File: src/design/xrr_pkg.sv
// Shared constants, types and the state update function for the xorshift range generator.
package xrr_pkg;

  localparam logic [63:0] SEED_MULT  = 64'h9E37_79B9_7F4A_7C15;
  localparam logic [63:0] STATE_INIT = 64'h9E37_79B9_7F4A_7C15;
  localparam logic [63:0] OUT_MULT   = 64'h2545_F491_4F6C_DD1D;

  localparam int unsigned SHIFT_A  = 12;
  localparam int unsigned SHIFT_B  = 25;
  localparam int unsigned SHIFT_C  = 27;
  localparam int unsigned FRAC_LSB = 11;

  localparam int unsigned INT_W  = 32;
  localparam int unsigned FRAC_W = 53;
  localparam int unsigned IN_W   = 64;
  localparam int unsigned OUT_W  = 88;

  // Request kinds carried on the input tuser
  localparam logic OP_INT  = 1'b0;
  localparam logic OP_FRAC = 1'b1;

  // Sequencer states, one-hot
  typedef enum logic [4:0] {
    ST_IDLE = 5'b00001,
    ST_SEED = 5'b00010,
    ST_MUL  = 5'b00100,
    ST_REM  = 5'b01000,
    ST_WAIT = 5'b10000
  } xrr_state_t;

  // One xorshift step with the (12,25,27) triple
  function automatic logic [63:0] xorshift_step(input logic [63:0] x);
    logic [63:0] a;
    logic [63:0] b;
    a = x ^ (x >> SHIFT_A);
    b = a ^ (a << SHIFT_B);
    return b ^ (b >> SHIFT_C);
  endfunction

endpackage

File: src/design/xrr_mul.sv
// Bit-serial shift-add multiplier, 64x64 keeping the low 64 bits, one multiplier bit per cycle.
module xrr_mul
  import xrr_pkg::*;
(
  input  logic        clk,
  input  logic        rst,
  input  logic        start,
  input  logic [63:0] multiplier,
  input  logic [63:0] multiplicand,
  output logic        done,
  output logic [63:0] product
);

  logic [63:0] acc;
  logic [63:0] mplier;
  logic [63:0] mcand;
  logic [5:0]  cnt;
  logic        busy;

  // Control: run 64 steps after start, pulse done once at the end
  always_ff @(posedge clk) begin
    if (rst) begin
      busy <= 1'b0;
      done <= 1'b0;
      cnt  <= '0;
    end else begin
      done <= 1'b0;
      if (start) begin
        busy <= 1'b1;
        cnt  <= '0;
      end else if (busy) begin
        cnt <= cnt + 6'd1;
        if (cnt == 6'd63) begin
          busy <= 1'b0;
          done <= 1'b1;
        end
      end
    end
  end

  // Datapath: add the shifted multiplicand when the current multiplier bit is set
  always_ff @(posedge clk) begin
    if (start) begin
      acc    <= '0;
      mplier <= multiplier;
      mcand  <= multiplicand;
    end else if (busy) begin
      acc    <= acc + (mplier[0] ? mcand : 64'd0);
      mplier <= mplier >> 1;
      mcand  <= mcand << 1;
    end
  end

  assign product = acc;

endmodule

File: src/design/xrr_rem.sv
// Bit-serial restoring remainder of a 64-bit dividend by a 33-bit divisor, one bit per cycle.
module xrr_rem
  import xrr_pkg::*;
(
  input  logic        clk,
  input  logic        rst,
  input  logic        start,
  input  logic [63:0] dividend,
  input  logic [32:0] divisor,
  output logic        done,
  output logic [31:0] remainder
);

  logic [32:0] rem;
  logic [63:0] dvd;
  logic [32:0] dvs;
  logic [5:0]  cnt;
  logic        busy;
  logic [33:0] trial;
  logic [33:0] diff;

  // Bring down the next dividend bit and try a subtract
  assign trial = {rem, dvd[63]};
  assign diff  = trial - {1'b0, dvs};

  // Control: 64 steps, done pulses after the last one
  always_ff @(posedge clk) begin
    if (rst) begin
      busy <= 1'b0;
      done <= 1'b0;
      cnt  <= '0;
    end else begin
      done <= 1'b0;
      if (start) begin
        busy <= 1'b1;
        cnt  <= '0;
      end else if (busy) begin
        cnt <= cnt + 6'd1;
        if (cnt == 6'd63) begin
          busy <= 1'b0;
          done <= 1'b1;
        end
      end
    end
  end

  // Datapath: keep the difference when the trial value reaches the divisor
  always_ff @(posedge clk) begin
    if (start) begin
      rem <= '0;
      dvd <= dividend;
      dvs <= divisor;
    end else if (busy) begin
      dvd <= dvd << 1;
      if (diff[33]) begin
        rem <= trial[32:0];
      end else begin
        rem <= diff[32:0];
      end
    end
  end

  // Remainder stays below the divisor, at most 2^32 - 1
  assign remainder = rem[31:0];

endmodule

File: src/design/xorshift_random_range_core.sv
// Top level of the xorshift64* generator answering integer-range and fraction requests.
//
// One request at a time. A fraction request runs the bit-serial 64-bit output multiply
// before its result is formed; an integer request with a real range runs the multiply
// followed by the bit-serial 64-bit remainder by the span; an integer request with
// range_high <= range_low returns range_low without advancing the generator. A seed
// write holds s_tready low while the multiplier forms the new state. The result waits
// in the output register, and the next request is taken while it waits.
module xorshift_random_range_core
  import xrr_pkg::*;
(
  input  logic             clk,
  input  logic             rst,
  // Request stream
  input  logic             s_tvalid,
  output logic             s_tready,
  input  logic [IN_W-1:0]  s_tdata,   // [31:0] range_low, [63:32] range_high
  input  logic             s_tuser,   // [0] op
  // Result stream
  output logic             m_tvalid,
  input  logic             m_tready,
  output logic [OUT_W-1:0] m_tdata,   // [31:0] int_value, [84:32] fraction, [87:85] zero
  // Seed register
  input  logic             cfg_wen,
  input  logic [31:0]      cfg_wdata
);

  xrr_state_t  state;
  logic [63:0] gen_state;
  logic        op_q;
  logic        trivial_q;
  logic [31:0] lo_q;
  logic [32:0] span_q;

  logic        s_xfer;
  logic        out_free;
  logic [31:0] req_lo;
  logic [31:0] req_hi;
  logic        req_trivial;
  logic [32:0] req_span;
  logic [63:0] xs;
  logic        need_adv;

  logic        mul_start;
  logic [63:0] mul_a;
  logic [63:0] mul_b;
  logic        mul_done;
  logic [63:0] mul_prod;
  logic [63:0] seeded;

  logic        rem_start;
  logic        rem_done;
  logic [31:0] rem_val;

  logic [INT_W-1:0]  res_int;
  logic [FRAC_W-1:0] res_frac;

  // Decode the request
  assign req_lo      = s_tdata[31:0];
  assign req_hi      = s_tdata[63:32];
  assign req_trivial = ($signed(req_hi) <= $signed(req_lo));
  assign req_span    = {req_hi[31], req_hi} - {req_lo[31], req_lo} + 33'd1;
  assign xs          = xorshift_step(gen_state);
  assign need_adv    = (s_tuser == OP_FRAC) || !req_trivial;

  assign s_tready = (state == ST_IDLE) && !cfg_wen;
  assign s_xfer   = s_tvalid && s_tready;
  assign out_free = !m_tvalid || m_tready;

  // Share the multiplier between seed loading and output scrambling
  assign mul_start = cfg_wen || (s_xfer && need_adv);
  assign mul_a     = cfg_wen ? {32'd0, cfg_wdata} : xs;
  assign mul_b     = cfg_wen ? SEED_MULT : OUT_MULT;
  assign seeded    = mul_prod + 64'd1;
  assign rem_start = (state == ST_MUL) && mul_done && (op_q == OP_INT);

  xrr_mul u_mul (
    .clk          (clk),
    .rst          (rst),
    .start        (mul_start),
    .multiplier   (mul_a),
    .multiplicand (mul_b),
    .done         (mul_done),
    .product      (mul_prod)
  );

  xrr_rem u_rem (
    .clk       (clk),
    .rst       (rst),
    .start     (rem_start),
    .dividend  (mul_prod),
    .divisor   (span_q),
    .done      (rem_done),
    .remainder (rem_val)
  );

  // Form the result fields for the finished request
  always_comb begin
    res_int  = '0;
    res_frac = '0;
    if (op_q == OP_FRAC) begin
      res_frac = mul_prod[63:FRAC_LSB];
    end else if (trivial_q) begin
      res_int = lo_q;
    end else begin
      res_int = lo_q + rem_val;
    end
  end

  // Sequencer
  always_ff @(posedge clk) begin
    if (rst) begin
      state <= ST_IDLE;
    end else if (cfg_wen) begin
      state <= ST_SEED;
    end else begin
      unique case (state)
        ST_IDLE: begin
          if (s_xfer) begin
            state <= need_adv ? ST_MUL : ST_WAIT;
          end
        end
        ST_SEED: begin
          if (mul_done) begin
            state <= ST_IDLE;
          end
        end
        ST_MUL: begin
          if (mul_done) begin
            state <= (op_q == OP_FRAC) ? ST_WAIT : ST_REM;
          end
        end
        ST_REM: begin
          if (rem_done) begin
            state <= ST_WAIT;
          end
        end
        ST_WAIT: begin
          if (out_free) begin
            state <= ST_IDLE;
          end
        end
        default: state <= ST_IDLE;
      endcase
    end
  end

  // Generator state: reset constant, advance on each fraction or real-range transfer, reload from seed
  always_ff @(posedge clk) begin
    if (rst) begin
      gen_state <= STATE_INIT;
    end else if (s_xfer && need_adv) begin
      gen_state <= xs;
    end else if ((state == ST_SEED) && mul_done && !cfg_wen) begin
      gen_state <= (seeded == 64'd0) ? 64'd1 : seeded;
    end
  end

  // Hold the request fields for the run
  always_ff @(posedge clk) begin
    if (s_xfer) begin
      op_q      <= s_tuser;
      trivial_q <= req_trivial;
      lo_q      <= req_lo;
      span_q    <= req_span;
    end
  end

  // Output register
  always_ff @(posedge clk) begin
    if (rst) begin
      m_tvalid <= 1'b0;
    end else if ((state == ST_WAIT) && out_free) begin
      m_tvalid <= 1'b1;
    end else if (m_tready) begin
      m_tvalid <= 1'b0;
    end
  end

  always_ff @(posedge clk) begin
    if ((state == ST_WAIT) && out_free) begin
      m_tdata <= {3'd0, res_frac, res_int};
    end
  end

endmodule

File: config.mk
export PLATFORM = sky130hd
export DESIGN_NAME = xorshift_random_range_core
export DESIGN_NICKNAME = d
export VERILOG_FILES = /design/src/design/xrr_pkg.sv /design/src/design/xrr_mul.sv /design/src/design/xrr_rem.sv /design/src/design/xorshift_random_range_core.sv
export SDC_FILE = /design/constraint.sdc
export NUM_CORES = 1
export LEC_CHECK = 0
export BUFFER_PORTS_ARGS = -buffer_cell sky130_fd_sc_hd__buf_2
export CORE_MARGIN = 2
export CORE_UTILIZATION = 62
export DETAILED_ROUTE_END_ITERATION = 12
export HOLD_SLACK_MARGIN = 0.03
export PLACE_DENSITY = 0.81
export SYNTH_ARGS = -nofsm -noshare
export SYNTH_HDL_FRONTEND = slang
export SYNTH_SLANG_ARGS = --single-unit
File: constraint.sdc
create_clock -name clk -period 8.4 [get_ports clk]
set_clock_uncertainty 0.2 [all_clocks]
set_input_delay 1.26 -clock clk [delete_from_list [all_inputs] [get_ports clk]]
set_output_delay 1.26 -clock clk [all_outputs]
set_load 0.02 [all_outputs]
---- After elaboration in Yosys (flattened, before gate mapping) ----
Index checks and enable logic that the tools add are counted.
cells by class
  $add $sub $neg .......................... 8
  $lt $le $gt $ge ......................... 1
  equal/unequal tests ..................... 17
  bitwise gates (word level) .............. 6
  mux-type cells .......................... 33
  reductions and logical operators ........ 26
operators by type and width
  kind                                                                     count
  64-bit two-way mux                                                       12
  64-bit by 1-bit adder with 64-bit output, second input constant          1
  64-bit adder                                                             1
  64-bit zero test                                                         1
  64-bit by 37-bit bitwise XOR with 64-bit output                          1
  64-bit by 52-bit bitwise XOR with 64-bit output                          1
  64-bit bitwise XOR                                                       1
  5-bit two-way mux                                                        7
  34-bit by 33-bit subtractor with 34-bit output                           1
  33-bit by 1-bit adder with 33-bit output, second input constant          1
  33-bit two-way mux                                                       1
  32-bit by 32-bit subtractor with 33-bit output                           1
  32-bit adder                                                             1
  32-bit <= comparator                                                     1
  32-bit two-way mux                                                       1
  5-bit case mux with 5 select lines                                       1
  6-bit by 1-bit adder with 6-bit output, second input constant            2
  6-bit equality test, second input constant                               2
  1-bit two-way mux                                                        10
  5-bit AND reduction                                                      2
  3-bit by 2-bit inequality test with 1-bit output, second input constant  3
  1-bit logical AND                                                        8
  2-bit nonzero test                                                       4
  2-bit by 1-bit inequality test with 1-bit output, second input constant  3
  13 further kinds                                                         24
storage, ports and cells
  flip-flop bits (word level) ............. 560
  logic and storage cells ................. 113
  input bits .............................. 102
  output and inout port bits .............. 90

---- Longest topological paths before layout ----
  word-level depth ........................ 7
  depth in mapped cells ................... 17
  mapped depth without buffers ............ 17

---- By module ----
Synthesis repeated with hierarchy kept, for this count alone.
second synthesis, totals
  cell total of the unflattened synthesis .. 3,577
  area, all modules ....................... 35,844.4 um^2
by module, submodules not included
  module                      area an instance (um^2)  cells an instance  seq. area each (um^2)  instances
  xorshift_random_range_core  16,133.0                 1,725              5,965.7                1
  xrr_mul                     12,109.1                 1,154              5,285.1                1
  xrr_rem                     7,602.3                  698                3,733.6                1

---- Least setup slack after synthesis ----
Ideal clock, no wire load.
  path type ............................... input to register
  start ................................... in cfg_wen
  end ..................................... reg u_mul.mcand[0] (enable)
  required time ........................... 7.719 ns
  path buffers ............................ 2
  library setup time ...................... 0.481 ns
  stages on the path ...................... 9
  arrival ................................. 6.935 ns
  setup slack ............................. 0.783 ns
  path through ............................ clkbuf_1 -> nor2_1 -> and2_1 -> clkbuf_1 -> nor2_1 -> a21o_1 -> inv_1 -> nor2_1 -> inv_1
between the ends
  word-level cells in the longest chain between the ends .. 6
RTL lines
  item                                 line                              RTL
  start: declaration                   xorshift_random_range_core.sv:24  input logic cfg_wen,
  1-bit zero test                      xorshift_random_range_core.sv:66  assign s_tready = (state == ST_IDLE) && !cfg_wen;
  1-bit logical AND                    xorshift_random_range_core.sv:66
  named net s_tready                   xorshift_random_range_core.sv:16  output logic s_tready,
  1-bit logical AND                    xorshift_random_range_core.sv:67  assign s_xfer = s_tvalid && s_tready;
  named net s_xfer                     xorshift_random_range_core.sv:35  logic s_xfer;
  1-bit logical AND                    xorshift_random_range_core.sv:71  assign mul_start = cfg_wen || (s_xfer && need_adv);
  1-bit logical OR                     xorshift_random_range_core.sv:71
  2-bit nonzero test (no source line)  --
  end signal: assignment               xrr_mul.sv:46                     mcand <= multiplicand;
  end signal: assignment               xrr_mul.sv:50                     mcand <= mcand << 1;
  end: declaration                     xrr_mul.sv:16                     logic [63:0] mcand;
The timed path passes the listed nets, and every way through them passes these cells.
A chain may end at the register's enable or synchronous reset.

---- Worst setup path after layout ----
  start ................................... in s_tdata[31]
  end ..................................... reg u_mul.mplier[20] (enable)
between the ends
  word-level cells in the longest chain between the ends .. 6
RTL lines
  item                                 line                              RTL
  start: declaration                   xorshift_random_range_core.sv:17  input logic [IN_W-1:0] s_tdata,
  32-bit <= comparator                 xorshift_random_range_core.sv:61  assign req_trivial = ($signed(req_hi) <= $signed(req_lo));
  named net req_trivial                xorshift_random_range_core.sv:39  logic req_trivial;
  1-bit zero test                      xorshift_random_range_core.sv:64  assign need_adv = (s_tuser == OP_FRAC) || !req_trivial;
  1-bit logical OR                     xorshift_random_range_core.sv:64
  1-bit logical AND                    xorshift_random_range_core.sv:71
  1-bit logical OR                     xorshift_random_range_core.sv:71
  2-bit nonzero test (no source line)  --
  end signal: assignment               xrr_mul.sv:45                     mplier <= multiplier;
  end signal: assignment               xrr_mul.sv:49                     mplier <= mplier >> 1;
  end: declaration                     xrr_mul.sv:15                     logic [63:0] mplier;
The timed path passes the listed nets, and every way through them passes these cells.

==> results.cfg <==
[synthesis]
yosysMostFrequentCell = nand2_1
synth_top_cell_area_share_pct = 32.8
synth_commonest_cells = 429 x nand2_1, 377 x edfxtp_1, 289 x nor2_1
synth_edf_count = 377
postSynthCellCount = 3639
yosys_warnings = 0
syn_area_mm2 = 0.0345
postSynth.asyncResetShare_pct = 0
synth.largest_area_cell = edfxtp_1
ys.flop_type = edfxtp_1
synth_area_per_cell_um2 = 9.47
synth.distinct_cells = 90
ys_seq_area_share_pct = 43.5
ys_top_cells_by_area = edfxtp_1 33%, dfxtp_1 11%, ha_1 7.1%
yosys_register_bits = 560

[floorplan]
row_count = 86
die_y_um = 240
dieWidth_um = 240
initial_core_util_pct = 62.7
io_pins = 192
coreArea_mm2 = 0.0550
die_area_mm2 = 0.0575

[sta]
final-max-slew-violation-count = 0
finalSetupTns_ps = 0
worstMarginPinSlew_ps = 1110
finalCriticalPeriod_ps = 5050
fmax_mhz = 198
finalCritPeriodShare_pct = 60.1
hold_violations = 0
slew_headroom_pct = 26.3
setup_violations = 0
grt_setup_unrepaired = false

[cts]
cts_resized = 0
cts.htree.levels = 2
hold_buffers = 0
post-cts-setup-buffers = 0
clk_latency_ps = 630
cts.sinks = 560
clk_path_buf_depth = 3
cts.reportedPaths.clkPinSlew_ps = 60
cts_inserted_buffers = 58
cts_root_buf = clkbuf_16
cts_tree = built

[placement]
io_buffers = 188
post-dp-hpwl_um = 65600
gp_congestion = 0.977
place_inst = 4399

[worst_setup_path]
cp.required_ps = 8480
regToRegEndpoint = u_mul.product[57]
crit-reg2reg-launch = u_mul.mplier[0]
arrival_ps = 5130
cp-end-kind = flip-flop
critPathKind = input port to flip-flop
crit_path_start_kind = input port
rrSetupSlack_ps = 3480
rr_worst_depth = 14
crit_fanout = 75

[final_layout]
area_delta_synth_final_pct = 10.1
nets = 4028
layout.cells.non_filler = 4511
final_util_pct = 69.0
n_fill_cell = 4251
drive_above_1_share_pct = 9.78

[detailed_routing]
vias = 27800
routedWlPerCell_um = 20.4
drtPass1Iterations = 6
antenna_left = 0
wl_um = 92100
drc = 0
first_iter_violations = 3102
vias_per_cell = 6.16

[global_route]
globalRouteOverflowTotal = 0
grt_first_pass_wirelength_um = 143000
grt_usage_pct = 31.6
grt_pass1_vias = 25800
grt_max_degree = 90
grt_antenna_before_repair = 0

[worst_hold_path]
whs_path_depth = 0
worstHoldEndpoint = u_rem.dvs[13]
hold_path.class = flip-flop to flip-flop
hold_start = span_q[13]

[pwr]
power.leakage_nw = 15.4
power.density_mw_per_mm2 = 221
ir_drop_uv = 176

[run_status]
status = finished clean

[run]
max_cap_viol_count = 0
==> registers in the layout, summed over array words and instances (netlist names), 5 cells and up <==
signal / cells
state: 5
u_rem.rem: 33
u_rem.dvs: 33
u_mul.cnt: 6
lo_q: 32
u_mul.product: 64
m_tdata: 85
u_rem.cnt: 6
span_q: 33
gen_state: 64
u_mul.mcand: 64
u_rem.dvd: 64
u_mul.mplier: 64
==> layout make-up <==
| cell class | instances | area [µm²] | share of cell area, % |
|---|---|---|---|
| Antenna cell | 2 | 5.00 | 0.0132 |
| Clock buffer | 70 | 1620 | 4.28 |
| Clock inverter | 40 | 519 | 1.37 |
| Inverter | 141 | 534 | 1.41 |
| Multi-Input combinational cell | 2734 | 18200 | 47.9 |
| Sequential cell | 560 | 15000 | 39.5 |
| Tap cell | 748 | 936 | 2.47 |
| Timing Repair Buffer | 216 | 1170 | 3.07 |
==> routing by layer <==
metal	track usage, %	wire length, µm	vias to the layer above
li1	-	-	13100
met1	46.1	40700	13200
met2	49.1	40900	1243
met3	4.25	8000	197
met4	9.34	2470	0
met5	0	0	-
==> cells in the final DEF (no fill, tap or decap), types with 137 or more instances in the layout <==
cell        n
nand2_1   429
edfxtp_1  377
nor2_1    288
a21oi_1   241
xnor2_1   231
ha_1      196
buf_2     187
dfxtp_1   181
o21ai_0   179
and2_1    150
inv_1     137
==> kinds of logic after synthesis <==
logic type,share of synthesized area (%)
xor+xnor,8.86
flops,43.5
buf+inv,3.96
other cells,0.0109
simple gates,17.4
fa+ha+maj,8.22
compound gates,15.4
mux,2.62
==> stage by stage <==
| step | power (W) | worst slack [ps] | hold slack [ps] | instance area [µm²] |
|---|---|---|---|---|
| finish | 0.00839 | 3350 | 217 | 37900 |
| global route | 0.00872 | 3110 | 222 | 37900 |
| CTS | 0.00836 | 3430 | 218 | 37900 |
| detailed placement | 0.00549 | 2750 | 206 | 35800 |
| global placement | 0.00546 | 2880 | 202 | 35800 |
| floorplan | 0.00497 | 783 | 200 | 34500 |
==> worst max-delay path by stage <==
stage,start,endpoint,slack (ps),depth (start not counted)
after detailed placement,s_tdata[31],u_mul.mplier[20],2750,15
after CTS,s_tdata[31],u_mul.mplier[20],3430,15
after global routing,s_tdata[31],u_mul.mplier[20],3110,15
final,s_tdata[31],u_mul.mplier[20],3350,15
after global placement,s_tdata[31],u_mul.mplier[20],2880,15
after floorplan,cfg_wen,u_mul.mcand[0],780,9
==> worst max-delay path, stage by stage <==
cell and delay [ps]:
buf_2 100, inv_1 80, ha_1 430, nand2_1 80, nor3_1 690, nand4_1 150, a21oi_1 320, o21a_1 150
o21a_1 290, inv_1 90, a21o_2 210, inv_2 70, nor2_1 110, inv_4 600, buf_12 430
==> power breakdown <==
part           internal [W]  leakage, nW  switching (W)
registers           0.00319         5.05       0.000263
clock network       0.00175         1.05        0.00113
logic              0.000852         9.32        0.00121
Note: power is estimated with default switching activity, not from simulation.
